==> src/rtl/core/frst_pkg.sv <==
package frst_pkg;

	localparam int ENTRIES_DEF = 16;

	localparam int ID_W   = 16;
	localparam int TIME_W = 32;
	localparam int TMO_W  = 16;
	localparam int SLOT_W = 4;
	localparam int CNT_W  = 5;

	localparam logic [TMO_W-1:0] TIMEOUT_RST = 16'd30;
	localparam logic [CNT_W-1:0] CNT_MAX     = '1;

	typedef enum logic [0:0] {
		OP_LOOKUP = 1'b0,
		OP_SWEEP  = 1'b1
	} op_t;

	typedef enum logic [1:0] {
		ST_HIT   = 2'd0,
		ST_NEW   = 2'd1,
		ST_FULL  = 2'd2,
		ST_SWEPT = 2'd3
	} status_t;

	typedef enum logic [1:0] {
		S_IDLE,
		S_SCAN,
		S_FINISH
	} state_t;

endpackage

==> src/rtl/core/frst_if.sv <==
interface frst_req_if
	import frst_pkg::*;
();
	logic              valid;
	logic              ready;
	op_t               opcode;
	logic [ID_W-1:0]   pkt_id;
	logic [TIME_W-1:0] now_seconds;

	modport source (output valid, opcode, pkt_id, now_seconds, input ready);
	modport sink   (input valid, opcode, pkt_id, now_seconds, output ready);
endinterface

interface frst_rsp_if
	import frst_pkg::*;
();
	logic              valid;
	logic              ready;
	status_t           status;
	logic [SLOT_W-1:0] slot_index;
	logic [CNT_W-1:0]  expired_count;

	modport source (output valid, status, slot_index, expired_count, input ready);
	modport sink   (input valid, status, slot_index, expired_count, output ready);
endinterface

interface frst_cfg_if
	import frst_pkg::*;
();
	logic             valid;
	logic             ready;
	logic [TMO_W-1:0] timeout_seconds;

	modport source (output valid, timeout_seconds, input ready);
	modport sink   (input valid, timeout_seconds, output ready);
endinterface

==> src/rtl/core/fragment_reassembly_slot_table.sv <==
// Slot table for packet reassembly with idle timeout. Every request word
// (lookup or sweep) scans all ENTRIES slots once through a single-port
// memory holding packet id and last-seen time, one slot per cycle. The
// result word is registered in the finish step, and the next request is
// accepted only once the block is back in idle, so a request is not taken
// while an earlier one is still being scanned; the scan over the memory
// read port bounds the request rate, and a result left waiting on rsp
// stalls the next item in its finish step. Active flags live in
// flip-flops and are cleared by reset, so no clearing pass is needed.
// A new request is taken while a finished result still waits on rsp.
// The timeout register may be written over cfg whenever the block is idle.
module fragment_reassembly_slot_table
	import frst_pkg::*;
#(
	parameter int ENTRIES = ENTRIES_DEF
) (
	input  logic        clk,
	input  logic        arst_n,
	frst_req_if.sink    req,
	frst_rsp_if.source  rsp,
	frst_cfg_if.sink    cfg
);

	localparam int IW = (ENTRIES > 1) ? $clog2(ENTRIES) : 1;
	localparam int CW = IW + 1;
	localparam int MW = ID_W + TIME_W;

	state_t state_q, state_d;

	logic [TMO_W-1:0]  timeout_q;
	op_t               op_q;
	logic [ID_W-1:0]   id_q;
	logic [TIME_W-1:0] now_q;

	logic [CW-1:0]     cnt_q;
	logic [ENTRIES-1:0] active_q;
	logic [MW-1:0]     mem [ENTRIES];

	logic              vld_s1;
	logic [IW-1:0]     idx_s1;
	logic              act_s1;
	logic [MW-1:0]     rd_s1;

	logic              hit_q, free_q;
	logic [IW-1:0]     hit_idx_q, free_idx_q;
	logic [CNT_W-1:0]  freed_q;

	logic              out_valid_q;
	status_t           status_q;
	logic [SLOT_W-1:0] slot_q;
	logic [CNT_W-1:0]  count_q;
	logic [IW-1:0]     res_idx_q;

	logic              acc;
	logic              issue;
	logic              last_s1;
	logic              fin_fire;
	logic              id_eq;
	logic              aged;
	logic [TIME_W-1:0] age;

	assign acc     = req.valid && req.ready;
	assign last_s1 = vld_s1 && (idx_s1 == IW'(ENTRIES - 1));
	assign id_eq   = rd_s1[MW-1 -: ID_W] == id_q;
	assign age     = now_q - rd_s1[TIME_W-1:0];
	assign aged    = age > {{(TIME_W-TMO_W){1'b0}}, timeout_q};

	always_comb begin
		state_d = state_q;
		case (state_q)
			S_IDLE:   if (acc) state_d = S_SCAN;
			S_SCAN:   if (last_s1) state_d = S_FINISH;
			S_FINISH: if (!out_valid_q || rsp.ready) state_d = S_IDLE;
			default:  state_d = S_IDLE;
		endcase
	end

	always_comb begin
		req.ready = 1'b0;
		issue     = 1'b0;
		fin_fire  = 1'b0;
		case (state_q)
			S_IDLE:   req.ready = 1'b1;
			S_SCAN:   issue = cnt_q < CW'(ENTRIES);
			S_FINISH: fin_fire = !out_valid_q || rsp.ready;
			default:  ;
		endcase
	end

	assign cfg.ready = 1'b1;

	always_ff @(posedge clk or negedge arst_n) begin
		if (!arst_n) begin
			state_q   <= S_IDLE;
			timeout_q <= TIMEOUT_RST;
		end else begin
			state_q <= state_d;
			if (cfg.valid) timeout_q <= cfg.timeout_seconds;
		end
	end

	always_ff @(posedge clk) begin
		if (acc) begin
			op_q  <= req.opcode;
			id_q  <= req.pkt_id;
			now_q <= req.now_seconds;
		end
	end

	// scan address and read stage
	always_ff @(posedge clk or negedge arst_n) begin
		if (!arst_n) begin
			cnt_q  <= '0;
			vld_s1 <= 1'b0;
		end else begin
			if (acc) cnt_q <= '0;
			else if (issue) cnt_q <= cnt_q + 1'b1;
			vld_s1 <= issue;
		end
	end

	always_ff @(posedge clk) begin
		if (issue) begin
			rd_s1  <= mem[cnt_q[IW-1:0]];
			idx_s1 <= cnt_q[IW-1:0];
			act_s1 <= active_q[cnt_q[IW-1:0]];
		end
		if (fin_fire && op_q == OP_LOOKUP && (hit_q || free_q))
			mem[hit_q ? hit_idx_q : free_idx_q] <= {id_q, now_q};
	end

	// scan results: first match, first free slot, expired tally
	always_ff @(posedge clk or negedge arst_n) begin
		if (!arst_n) begin
			hit_q   <= 1'b0;
			free_q  <= 1'b0;
			freed_q <= '0;
		end else if (acc) begin
			hit_q   <= 1'b0;
			free_q  <= 1'b0;
			freed_q <= '0;
		end else if (vld_s1) begin
			if (op_q == OP_LOOKUP) begin
				if (act_s1 && id_eq && !hit_q) hit_q <= 1'b1;
				if (!act_s1 && !free_q) free_q <= 1'b1;
			end else if (act_s1 && aged && freed_q != CNT_MAX) begin
				freed_q <= freed_q + 1'b1;
			end
		end
	end

	always_ff @(posedge clk) begin
		if (vld_s1 && op_q == OP_LOOKUP) begin
			if (act_s1 && id_eq && !hit_q) hit_idx_q <= idx_s1;
			if (!act_s1 && !free_q) free_idx_q <= idx_s1;
		end
	end

	always_ff @(posedge clk or negedge arst_n) begin
		if (!arst_n) begin
			active_q <= '0;
		end else begin
			// drop expired slots as the scan passes them
			if (vld_s1 && op_q == OP_SWEEP && act_s1 && aged)
				active_q[idx_s1] <= 1'b0;
			if (fin_fire && op_q == OP_LOOKUP && !hit_q && free_q)
				active_q[free_idx_q] <= 1'b1;
		end
	end

	// result word register
	always_ff @(posedge clk or negedge arst_n) begin
		if (!arst_n) begin
			out_valid_q <= 1'b0;
		end else if (fin_fire) begin
			out_valid_q <= 1'b1;
		end else if (rsp.ready) begin
			out_valid_q <= 1'b0;
		end
	end

	always_ff @(posedge clk) begin
		if (fin_fire) begin
			count_q   <= '0;
			slot_q    <= '0;
			res_idx_q <= '0;
			if (op_q == OP_SWEEP) begin
				status_q <= ST_SWEPT;
				count_q  <= freed_q;
			end else if (hit_q) begin
				status_q  <= ST_HIT;
				slot_q    <= SLOT_W'(hit_idx_q);
				res_idx_q <= hit_idx_q;
			end else if (free_q) begin
				status_q  <= ST_NEW;
				slot_q    <= SLOT_W'(free_idx_q);
				res_idx_q <= free_idx_q;
			end else begin
				status_q <= ST_FULL;
			end
		end
	end

	assign rsp.valid         = out_valid_q;
	assign rsp.status        = status_q;
	assign rsp.slot_index    = slot_q;
	assign rsp.expired_count = count_q;

	a_sweep_no_slot: assert property (@(posedge clk) disable iff (!arst_n)
		rsp.valid && rsp.status == ST_SWEPT |-> rsp.slot_index == '0)
		else $error("sweep result carries a slot index");

	a_lookup_no_count: assert property (@(posedge clk) disable iff (!arst_n)
		rsp.valid && rsp.status != ST_SWEPT |-> rsp.expired_count == '0)
		else $error("lookup result carries an expired count");

	a_new_is_active: assert property (@(posedge clk) disable iff (!arst_n)
		fin_fire |=> (status_q != ST_NEW && status_q != ST_HIT) || active_q[res_idx_q])
		else $error("hit or created slot is not active");

	a_accept_starts_scan: assert property (@(posedge clk) disable iff (!arst_n)
		acc |=> state_q == S_SCAN && cnt_q == '0)
		else $error("accepted word did not start a scan");

endmodule
==> src/flat_wrapper.sv <==
// flat-port wrapper written by rule: the top's interface ports become plain ports
module fragment_reassembly_slot_table_flat import frst_pkg::*;
#(
	parameter int ENTRIES = ENTRIES_DEF
)
  (clk, arst_n, req_valid, req_opcode, req_pkt_id, req_now_seconds, req_ready, rsp_valid, rsp_status, rsp_slot_index, rsp_expired_count, rsp_ready, cfg_valid, cfg_timeout_seconds, cfg_ready);
  frst_req_if req_i ();
  frst_rsp_if rsp_i ();
  frst_cfg_if cfg_i ();
  input  logic clk;
  input  logic arst_n;
  input wire logic [$bits(req_i.valid)-1:0] req_valid;
  input wire logic [$bits(req_i.opcode)-1:0] req_opcode;
  input wire logic [$bits(req_i.pkt_id)-1:0] req_pkt_id;
  input wire logic [$bits(req_i.now_seconds)-1:0] req_now_seconds;
  output wire logic [$bits(req_i.ready)-1:0] req_ready;
  output wire logic [$bits(rsp_i.valid)-1:0] rsp_valid;
  output wire logic [$bits(rsp_i.status)-1:0] rsp_status;
  output wire logic [$bits(rsp_i.slot_index)-1:0] rsp_slot_index;
  output wire logic [$bits(rsp_i.expired_count)-1:0] rsp_expired_count;
  input wire logic [$bits(rsp_i.ready)-1:0] rsp_ready;
  input wire logic [$bits(cfg_i.valid)-1:0] cfg_valid;
  input wire logic [$bits(cfg_i.timeout_seconds)-1:0] cfg_timeout_seconds;
  output wire logic [$bits(cfg_i.ready)-1:0] cfg_ready;
  assign req_i.valid = req_valid;
  assign req_i.opcode = req_opcode;
  assign req_i.pkt_id = req_pkt_id;
  assign req_i.now_seconds = req_now_seconds;
  assign req_ready = req_i.ready;
  assign rsp_valid = rsp_i.valid;
  assign rsp_status = rsp_i.status;
  assign rsp_slot_index = rsp_i.slot_index;
  assign rsp_expired_count = rsp_i.expired_count;
  assign rsp_i.ready = rsp_ready;
  assign cfg_i.valid = cfg_valid;
  assign cfg_i.timeout_seconds = cfg_timeout_seconds;
  assign cfg_ready = cfg_i.ready;
  fragment_reassembly_slot_table #(.ENTRIES(ENTRIES)) u_core (.clk(clk), .arst_n(arst_n), .req(req_i), .rsp(rsp_i), .cfg(cfg_i));
endmodule
==> config.mk <==
export PLATFORM = sky130hd
export DESIGN_NAME = fragment_reassembly_slot_table_flat
export DESIGN_NICKNAME = d
export VERILOG_FILES = /design/src/rtl/core/frst_pkg.sv /design/src/rtl/core/frst_if.sv /design/src/rtl/core/fragment_reassembly_slot_table.sv /design/src/flat_wrapper.sv
export SDC_FILE = /design/constraint.sdc
export NUM_CORES = 1
export LEC_CHECK = 0
export BUFFER_PORTS_ARGS = -buffer_cell sky130_fd_sc_hd__buf_2
export CORE_MARGIN = 4
export CORE_UTILIZATION = 46
export CTS_CLUSTER_SIZE = 16
export DETAILED_ROUTE_END_ITERATION = 7
export GPL_ROUTABILITY_DRIVEN = 0
export GPL_TIMING_DRIVEN = 0
export PLACE_DENSITY = 0.67
export SYNTH_ARGS = -nofsm -noshare
export SYNTH_HDL_FRONTEND = slang
export SYNTH_SLANG_ARGS = --single-unit
==> constraint.sdc <==
create_clock -name clk -period 4.79 [get_ports clk]
set_input_delay 0.479 -clock clk [delete_from_list [all_inputs] [get_ports clk]]
set_output_delay 0.479 -clock clk [all_outputs]
set_load 0.01 [all_outputs]
==> impl_results.rst, run 1 <==
.. list-table::
   :header-rows: 1

   * - Metric
     - Value
   * - Outcome
     - finished, violations left
   * - Violations in the final reports
     - negative setup slack
   * - Placed wire-length estimate
     - roughly 56,000 um
   * - GRT Residual Overflow
     - 0
   * - Period Utilization, post-route
     - 1.00
   * - Most common cell in the synthesized netlist
     - sky130_fd_sc_hd__edfxtp_1
   * - Cells after synthesis
     - 1,876
   * - Beginning of the worst hold path
     - req_now_seconds[6]
   * - Cell types with the largest area share after synthesis
     - sky130_fd_sc_hd__edfxtp_1 71%, sky130_fd_sc_hd__mux4_2 15%, sky130_fd_sc_hd__dfrtp_1 2.9%, sky130_fd_sc_hd__ha_1 1.7%, sky130_fd_sc_hd__nor2_1 0.67%
   * - Slowest cell on the critical path
     - sky130_fd_sc_hd__edfxtp_1
   * - Maximum fanout count along the critical path
     - 6
   * - Internal Pwr Total
     - around 18 mW
   * - Max-cap violations
     - 0
   * - Signed area change from the synthesized netlist to the final layout
     - 18.5%
   * - CTS tree
     - built
   * - Dominant combinational cell family by area after synthesis
     - multiplexers
   * - Initial antenna violation count
     - 1
   * - Pin count of the biggest net entering global routing
     - 49
   * - Root buf cell
     - sky130_fd_sc_hd__clkbuf_16
   * - Fraction of synthesized cell area in xor and xnor cells
     - 0.00838
   * - Synth Area in Simple Gates
     - 0.0335
   * - CP Data Required Time
     - about 5300 ps
   * - Min cycle time layout
     - 4800 ps
   * - Pwr/cell area
     - 578 nW/um^2
   * - Count of standard-cell rows
     - 104
   * - Fraction of registers with async set/reset
     - 0.0512
   * - Ratio of cells with drive above 1 in the final layout
     - 0.287
   * - Final Non-Filler Cells
     - 3,314
   * - Area of the multi-input gates
     - 9590 um^2
   * - Fraction of power consumed by combinational cells
     - 0.317
   * - Final-report max-slew violation count
     - 0
   * - Area enclosed by the die boundary
     - 86,500 um^2
   * - Sequential Power Share
     - 0.399
   * - Clock slew at the register clock pins of the worst setup and hold paths
     - about 60 ps
   * - Element type at the critical path start
     - register
   * - Clock skew after layout
     - 22.1 ps
   * - P_sw
     - roughly 8.0 mW
   * - Per-cell via count in the routed design
     - ~6
   * - Fraction of the mapped netlist area in compound gates
     - 0.0345
   * - Fraction of the yosys area taken by sequential cells
     - 0.741
   * - Worst setup path startpoint
     - u_core.now_q[6]$_DFFE_PP_
   * - Largest incremental delay on the critical path
     - 500 ps
   * - Average cell area after synthesis
     - 20.1 um^2
   * - Number of DRC markers after the initial detailed-route iteration
     - 2,266
   * - Synth cell types
     - 74
   * - Initial core utilization
     - 0.466
   * - Core box area
     - 80,800 um^2
   * - Clock latency on the worst-skew pair
     - 650 ps
   * - Worst flop-to-flop path startpoint
     - u_core.now_q[6]$_DFFE_PP_
   * - Total of warnings raised by yosys
     - 0
   * - Combined flip-flop and latch cell area
     - 27,900 um^2
   * - Peak Freq
     - around 210 MHz
   * - Final number of setup-violating endpoints
     - 2
   * - Adder-cell share of the synthesized area
     - 0.0171
   * - Die Wd
     - ~300 um
   * - Final ANT Viol Nets
     - 0
   * - Synthesized flop and latch total
     - 937
   * - Series of cell instances along the critical path
     - ha_4, a21oi_2, o21ai_2, or3_4, o211ai_1, nand2_2, a31oi_4, xnor2_2, ha_1, nand4_1, a211oi_2, or3_4, o31ai_4, o2111ai_2, nor4_2, o2111a_1, and4_4, buf_6, o211ai_1, o31ai_1
   * - Number of synthesized flops with an enable pin
     - 889
   * - Maximum level of the CTS H-tree
     - 3
   * - Setup TNS
     - -10.5 ps
   * - Total clock sinks
     - 937
   * - Number of global-route vias before repair
     - 20.4k
   * - Portion of netlist area occupied by mux cells
     - 0.150
   * - Drt first pass iters
     - 6
   * - Final Routed Wirelength
     - 86,800 um
   * - Proportion of netlist area held by the largest area contributor
     - 0.709
   * - Height of the die
     - a little under 300 um
   * - Global-route wire length before repair
     - 130,000 um
   * - Port Buffers
     - 82
   * - Setup slack after layout
     - -6.13 ps
   * - Worst-margin pin slew
     - 1340 ps
   * - Post-DR wirelength/cell
     - 26.2 um
   * - Headroom to the max-slew limit
     - 0.0952
   * - Flip-flop cell with the highest count after synthesis
     - sky130_fd_sc_hd__edfxtp_1
   * - Total global routing track utilization
     - 0.203
   * - Filler instances
     - 5,950
   * - Lkg Pwr
     - 14.7 nW
   * - Kind of path behind the tightest hold check
     - input port to register
   * - Worst vdd rail ir drop
     - 309 uV
   * - Endpoint class of the critical path
     - register
   * - Number of nets in the finished design
     - about 2.3k
   * - Signal arrival time at the worst endpoint
     - 5320 ps
   * - Final Hold Vio Count
     - 0
   * - Number of antenna diodes
     - 0
   * - Routed via count
     - 19.5k
   * - Proportion of power drawn by the clock network
     - 0.284
   * - Residual DRC count
     - 0
   * - Cts bufs inserted
     - 96
   * - Unrepaired setup endpoints after global routing
     - yes
   * - Post-synth net total
     - ~2k
   * - Net switching fraction of the power
     - 0.309
   * - Setup CP Type
     - register to register
   * - Combined area of all synthesized cells
     - 37,600 um^2
   * - Most area-hungry cell type in the Yosys netlist
     - sky130_fd_sc_hd__edfxtp_1
   * - DP Cell Count
     - 3,060
   * - Top cell types by occurrence after synthesis
     - 889 x sky130_fd_sc_hd__edfxtp_1, 245 x sky130_fd_sc_hd__mux4_2, 67 x sky130_fd_sc_hd__nor2_1
   * - Clk buf depth
     - 3
   * - I/O pins
     - 84
[critical path, delay by kind of cell (launching register included)]
family | cells | cell delay [ps]
adder cells (fa/ha/maj) | 2 | 570
flip-flops | 1 | 500
XOR/XNOR | 1 | 160
AND/OR/NAND/NOR | 6 | 1590
AO/OA/AOI/OAI | 10 | 1700
buffers and inverters | 1 | 160
[final timing paths]
check / to / slack (ps) / cells past startpoint
setup reg to reg: u_core.freed_q[1]$_DFFE_PN0P_ / -6 / 20
max in group asynchronous: u_core.timeout_q[10]$_DFFE_PN0P_ / 3940 / 1
hold reg to reg: u_core.idx_s1[2]$_DFFE_PP_ / 440 / 0
min in group asynchronous: u_core.freed_q[3]$_DFFE_PN0P_ / 100 / 1
setup / recovery: u_core.freed_q[1]$_DFFE_PN0P_ / -6 / 20
hold / removal: u_core.now_q[6]$_DFFE_PP_ / 30 / 1
[layout make-up]
| type | count | area share |
|---|---|---|
| plain buffers | 83 | 0.00853 |
| clock buffers | 122 | 0.0574 |
| clock inverters | 59 | 0.0123 |
| inverters | 58 | 0.00488 |
| multi-input cells | 797 | 0.215 |
| flip-flops and latches | 937 | 0.625 |
| well taps | 1060 | 0.0297 |
| repair buffers | 198 | 0.0468 |
[repair_timing]
item / 4_1_cts / 5_1_grt
setup buffers: 34 / 4
resized for setup: 57 / 9
cloned: 1 / 0
endpoints found under the setup margin: 21 / 21
hold buffers: 35 / 0
pin swaps: 24 / 10
endpoints found under the hold margin: 35 / 0
[placed cells by master (no fill, tap or decap), types with 9 or more instances in the layout]
cell and count:
sky130_fd_sc_hd__dfrtp_1 44, sky130_fd_sc_hd__clkbuf_16 98, sky130_fd_sc_hd__nand3_1 30, sky130_fd_sc_hd__nand2b_1 14
sky130_fd_sc_hd__nor2_4 18, sky130_fd_sc_hd__edfxtp_1 889, sky130_fd_sc_hd__clkbuf_1 70, sky130_fd_sc_hd__ha_1 41
sky130_fd_sc_hd__clkinv_1 21, sky130_fd_sc_hd__xor2_1 11, sky130_fd_sc_hd__buf_2 89, sky130_fd_sc_hd__inv_1 57
sky130_fd_sc_hd__clkinv_2 19, sky130_fd_sc_hd__and2_1 10, sky130_fd_sc_hd__xnor2_1 19, sky130_fd_sc_hd__buf_12 19
sky130_fd_sc_hd__o21ai_1 25, sky130_fd_sc_hd__o21ai_0 42, sky130_fd_sc_hd__buf_1 19, sky130_fd_sc_hd__nand4_1 17
sky130_fd_sc_hd__nand2_1 61, sky130_fd_sc_hd__a21oi_2 9, sky130_fd_sc_hd__a21oi_1 34, sky130_fd_sc_hd__a21o_1 9
sky130_fd_sc_hd__mux4_2 245, sky130_fd_sc_hd__nor2_1 49, sky130_fd_sc_hd__buf_16 24, sky130_fd_sc_hd__buf_4 39
sky130_fd_sc_hd__dlygate4sd3_1 35
[per-stage QoR]
| step | power (mW) | hold WS [ps] | utilization | setup slack (ps) | cell area, um^2 |
|---|---|---|---|---|---|
| 6_report | 25.8 | 29.7 | 0.552 | -6.13 | 44600 |
| 3_5_place_dp | 18.1 | 430 | 0.502 | -1550 | 40500 |
| 2_1_floorplan | 15.8 | 183 | - | 402 | 37600 |
| 5_1_grt | 27.0 | 12.4 | 0.552 | -243 | 44600 |
| 3_3_place_gp | 17.7 | 429 | 0.487 | -2030 | 39400 |
| 4_1_cts | 25.8 | 3.44 | 0.551 | -165 | 44500 |
[metal layers]
layer / vias to the layer above / part of all wire / routed length [um] / GRT usage
met4: 0 / 0.029 / 2520 / 0.0638
met1: 10211 / 0.39 / 33900 / 0.268
li1: 8320 / - / - / -
met2: 814 / 0.51 / 44600 / 0.350
met5: - / 0 / 0 / 0
met3: 160 / 0.067 / 5790 / 0.0306
[cells by family (layout without fill, tap and decap cells)]
kind of cell	Yosys count	after routing
compound gates	197	197
flops	937	937
mux	256	256
fa+ha+maj	51	51
buf+inv	142	520
simple gates	256	256
xor+xnor	36	36
other cells	1	1
[registers in the layout (all words and copies together), names as in the netlist]
signal and flops:
u_core.rsp.valid 1, u_core.op_q 1, u_core.rsp.expired_count 5, u_core.hit_idx_q 4, u_core.free_q 1, u_core.id_q 16, u_core.hit_q 1, u_core.active_q 16
u_core.rd_s1 48, u_core.free_idx_q 4, u_core.act_s1 1, u_core.now_q 32, u_core.state_q 2, u_core.cnt_q 5, u_core.rsp.status 2, u_core.freed_q 5
u_core.vld_s1 1, u_core.timeout_q 16, u_core.mem 768, u_core.rsp.slot_index 4, u_core.idx_s1 4
[power by group through the flow]
stage | Clock, mW | Combinational (mW) | Sequential, mW
global route | 7.85 | 8.78 | 10.3
floorplan | 0 | 5.46 | 10.3
detailed placement | 0 | 7.60 | 10.5
global placement | 0 | 7.24 | 10.4
finish | 7.32 | 8.17 | 10.3
CTS | 7.46 | 8.11 | 10.3
Power figures use the tool's default switching activity.
==> inputs of run 2 (changes only) <==
--- a/config.mk
+++ b/config.mk
@@ -6,6 +6,7 @@
 export NUM_CORES = 1
 export LEC_CHECK = 0
 export BUFFER_PORTS_ARGS = -buffer_cell sky130_fd_sc_hd__buf_2
+export CORE_ASPECT_RATIO = 1.4
 export CORE_MARGIN = 4
 export CORE_UTILIZATION = 46
 export CTS_CLUSTER_SIZE = 16
==> run 2 against run 1 <==
  * The flow still finishes with violations (negative setup slack)
  * Via count decreased by 1.6%
  * Non-clock buffer count grew 1
  * Clock power is 8.9% lower
  * First-iteration DRC count down 14%
  * Clock-buffer cell count shrank 15
  * Critical path depth is the same
  * Highest routed layer unchanged
  * Combinational power fell by 0.7%
  * Utilization shrank 0.81 points
  * Setup slack lost 44 ps
  * Register-to-register slack got worse by 40 ps
  * Largest power group unchanged
  * Largest cell class unchanged
  * Global-route usage about the same
==> impl_results.rst, run 2 (same netlist as run 1, synthesis figures left out) <==
.. list-table::
   :header-rows: 1

   * - Metric
     - Value
   * - Height of the die
     - between 300 and 400 um
   * - Placed wire-length estimate
     - between 50,000 and 60,000 um
   * - Global-route wire length before repair
     - between 100,000 and 150,000 um
   * - Area after DPL
     - 40,200 um^2
   * - Pin count of the biggest net entering global routing
     - 49
   * - Total clock sinks
     - 937
   * - Max-cap violations
     - 0
   * - Initial core utilization
     - 0.466
   * - Lkg Pwr
     - 14.4 nW
   * - Final-report max-slew violation count
     - 0
   * - Filler instances
     - around 6k
   * - Total global routing track utilization
     - 0.203
   * - Signed area change from the synthesized netlist to the final layout
     - 16.7%
   * - Register-to-Register Path Depth
     - 20
   * - Violations in the final reports
     - negative setup slack
   * - Area enclosed by the die boundary
     - just under 90,000 um^2
   * - Worst vdd rail ir drop
     - around 340 uV
   * - Drt first pass iters
     - 5
   * - Ratio of cells with drive above 1 in the final layout
     - 0.278
   * - Slowest cell on the critical path
     - sky130_fd_sc_hd__edfxtp_1
   * - Destination of the worst register-to-register timing path
     - u_core.freed_q[1]$_DFFE_PN0P_
   * - Final number of setup-violating endpoints
     - 20
   * - Peak Freq
     - between 200 and 250 MHz
   * - Count of standard-cell rows
     - 123
   * - Cts bufs inserted
     - 87
   * - Final Routed Wirelength
     - 87,700 um
   * - Pwr/cell area
     - around 570 nW/um^2
   * - Largest incremental delay on the critical path
     - 450 ps
   * - Number of flip-flops under the largest register name
     - 768
   * - R2R setup slack
     - -50 ps
   * - Kind of path behind the tightest hold check
     - input port to register
   * - CTS tree
     - built
   * - Register containing the most flip-flops in the final layout
     - u_core.mem
   * - Number of nets in the finished design
     - 2,285
   * - Clock slew at the register clock pins of the worst setup and hold paths
     - 60 ps
   * - Period Utilization, post-route
     - 1.01
   * - Routed via count
     - approximately 19k
   * - Outcome
     - finished, violations left
   * - Element type at the critical path start
     - register
   * - Core box area
     - around 80,000 um^2
   * - Beginning of the worst hold path
     - req_now_seconds[9]
   * - Number of antenna diodes
     - 0
   * - Port Buffers
     - 82
   * - Endpoint class of the critical path
     - register
   * - Number of global-route vias before repair
     - 20.4k
   * - Most frequent cells in the layout
     - 889 x sky130_fd_sc_hd__edfxtp_1, 245 x sky130_fd_sc_hd__mux4_2, 89 x sky130_fd_sc_hd__buf_2
   * - Top Family by Delay on Critical Path
     - compound AO/OA/AOI/OAI gates
   * - Setup slack after layout
     - -50.6 ps
   * - Root buf cell
     - sky130_fd_sc_hd__clkbuf_16
   * - Setup CP Type
     - register to register
   * - Clock skew after layout
     - 17.0 ps
   * - Signal arrival time at the worst endpoint
     - between 5000 and 6000 ps
   * - GRT Residual Overflow
     - 0
   * - Min-Delay Endpoint
     - u_core.now_q[9]$_DFFE_PP_
   * - Residual DRC count
     - 0
   * - Per-cell via count in the routed design
     - 5.83
   * - Total power draw
     - about 25 mW
   * - Commonest non-fill, non-tap cell in the layout
     - sky130_fd_sc_hd__edfxtp_1
   * - Initial antenna violation count
     - 0
   * - Minimum hold slack
     - 41.7 ps
   * - Clk buf depth
     - 3
   * - Largest registers in the final layout
     - u_core.mem x768, u_core.rd_s1 x48, u_core.now_q x32
   * - Worst hold path stage count
     - 1
   * - Worst flop-to-flop path startpoint
     - u_core.now_q[1]$_DFFE_PP_
   * - Maximum level of the CTS H-tree
     - 3
   * - Unrepaired setup endpoints after global routing
     - yes
   * - Die Wd
     - 250 um
   * - Final ANT Viol Nets
     - 0
   * - Min cycle time layout
     - 4840 ps
   * - Final instance area
     - 43,900 um^2
   * - Maximum fanout count along the critical path
     - 5
   * - Series of cell instances along the critical path
     - ha_1, nor2b_4, o2111ai_4, a31oi_4, o211ai_1, nand2_1, a31oi_1, xnor2_1, ha_1, nand4_1, a211oi_2, or3_4, o31ai_4, o2111ai_2, nor4_2, o2111a_2, and4_4, buf_6, o211ai_1, o31ai_1
   * - Clock latency on the worst-skew pair
     - 640 ps
   * - Worst-margin pin slew
     - 1370 ps
   * - Headroom to the max-slew limit
     - 0.0807
   * - Final Hold Vio Count
     - 0
   * - Post-DR wirelength/cell
     - 26.7 um
   * - Number of buffer and inverter stages on the critical path
     - 1
   * - I/O pins
     - 84
   * - CP Data Required Time
     - 5340 ps
   * - Number of DRC markers after the initial detailed-route iteration
     - ~1.9k
run 2: cell count changes in the layout (fill, tap and decap cells not counted), moves of 4 or more:
| cell | previous run | this run |
|---|---|---|
| sky130_fd_sc_hd__buf_12 | 19 | 33 |
| sky130_fd_sc_hd__buf_16 | 24 | 3 |
| sky130_fd_sc_hd__clkbuf_16 | 98 | 88 |
| sky130_fd_sc_hd__clkinv_1 | 21 | 13 |
| sky130_fd_sc_hd__clkinv_2 | 19 | 15 |
| sky130_fd_sc_hd__dlygate4sd3_1 | 35 | 44 |
| sky130_fd_sc_hd__o21ai_0 | 42 | 34 |
| sky130_fd_sc_hd__o21ai_1 | 25 | 30 |
run 2: worst reg2reg max path: cells and delay by family, from the launching register on:
kind | cells | cell delay, ps
buffers and inverters | 1 | 170
xor gates and xnor gates | 1 | 210
and+or+nand+nor | 6 | 1370
AOI/OAI and AO/OA | 10 | 1910
adders and majority gates | 2 | 630
DFF | 1 | 450
run 2: final cells by class:
| type | count | area, um^2 | area share |
|---|---|---|---|
| clock buffer | 107 | 2270 | 0.0517 |
| clock inverter | 47 | 422 | 0.00959 |
| buffer | 83 | 384 | 0.00874 |
| multi-input combinational | 798 | 9550 | 0.217 |
| tap | 1062 | 1330 | 0.0302 |
| sequential | 937 | 27900 | 0.635 |
| timing repair buffer | 199 | 1870 | 0.0426 |
| inverter | 58 | 218 | 0.00495 |
run 2: timing repair:
action                                 CTS  global route
pin swaps                               23            24
gates resized for setup                 40            28
gates cloned                             2             0
hold buffers                            44             0
setup buffers                           24            13
setup endpoints to repair               21            21
endpoints found under the hold margin   44             0
run 2: where the power goes:
part           leakage [nW]  internal [mW]  switching, mW  total [mW]
logic                  4.44           3.70           4.41        8.11
registers              8.61           9.85          0.411        10.3
clock network          1.31           3.71           2.96        6.67
total                  14.4           17.3           7.79        25.0
run 2: how the worst max path moves through the flow:
| stage | slack (ps) | startpoint | cells past startpoint | to |
|---|---|---|---|---|
| 4_1_cts | -180 | u_core.now_q[8]$_DFFE_PP_ | 20 | u_core.active_q[8]$_DFF_PN0_ |
| 3_5_place_dp | -1390 | u_core.now_q[0]$_DFFE_PP_ | 22 | u_core.active_q[0]$_DFF_PN0_ |
| 2_1_floorplan | 400 | u_core.now_q[0]$_DFFE_PP_ | 22 | u_core.freed_q[1]$_DFFE_PN0P_ |
| 3_3_place_gp | -2030 | u_core.hit_q$_DFFE_PN0P_ | 4 | u_core.mem[2][19]$_DFFE_PP_ |
| 6_report | -50 | u_core.now_q[1]$_DFFE_PP_ | 20 | u_core.freed_q[1]$_DFFE_PN0P_ |
| 5_1_grt | -210 | u_core.now_q[6]$_DFFE_PP_ | 19 | u_core.freed_q[0]$_DFFE_PN0P_ |
run 2: per-stage QoR:
stage               instances   TNS, ps  setup slack (ps)   util
floorplan                1876         0               402      -
global placement         3020  -1510810             -2030  0.487
detailed placement       3055    -27790             -1390  0.498
CTS                      3278     -3270              -180  0.542
global route             3291     -3630              -208  0.544
finish                   3291      -567             -50.6  0.544
run 2: per-layer routing:
metal / share of wire / global-route usage / vias to the layer above / wire, um
met3: 0.050 / 0.0256 / 137 / 4420
met4: 0.030 / 0.0667 / 0 / 2650
met1: 0.38 / 0.255 / 10123 / 33200
met5: 0 / 0 / - / 0
met2: 0.54 / 0.367 / 655 / 47500
li1: - / - / 8271 / -
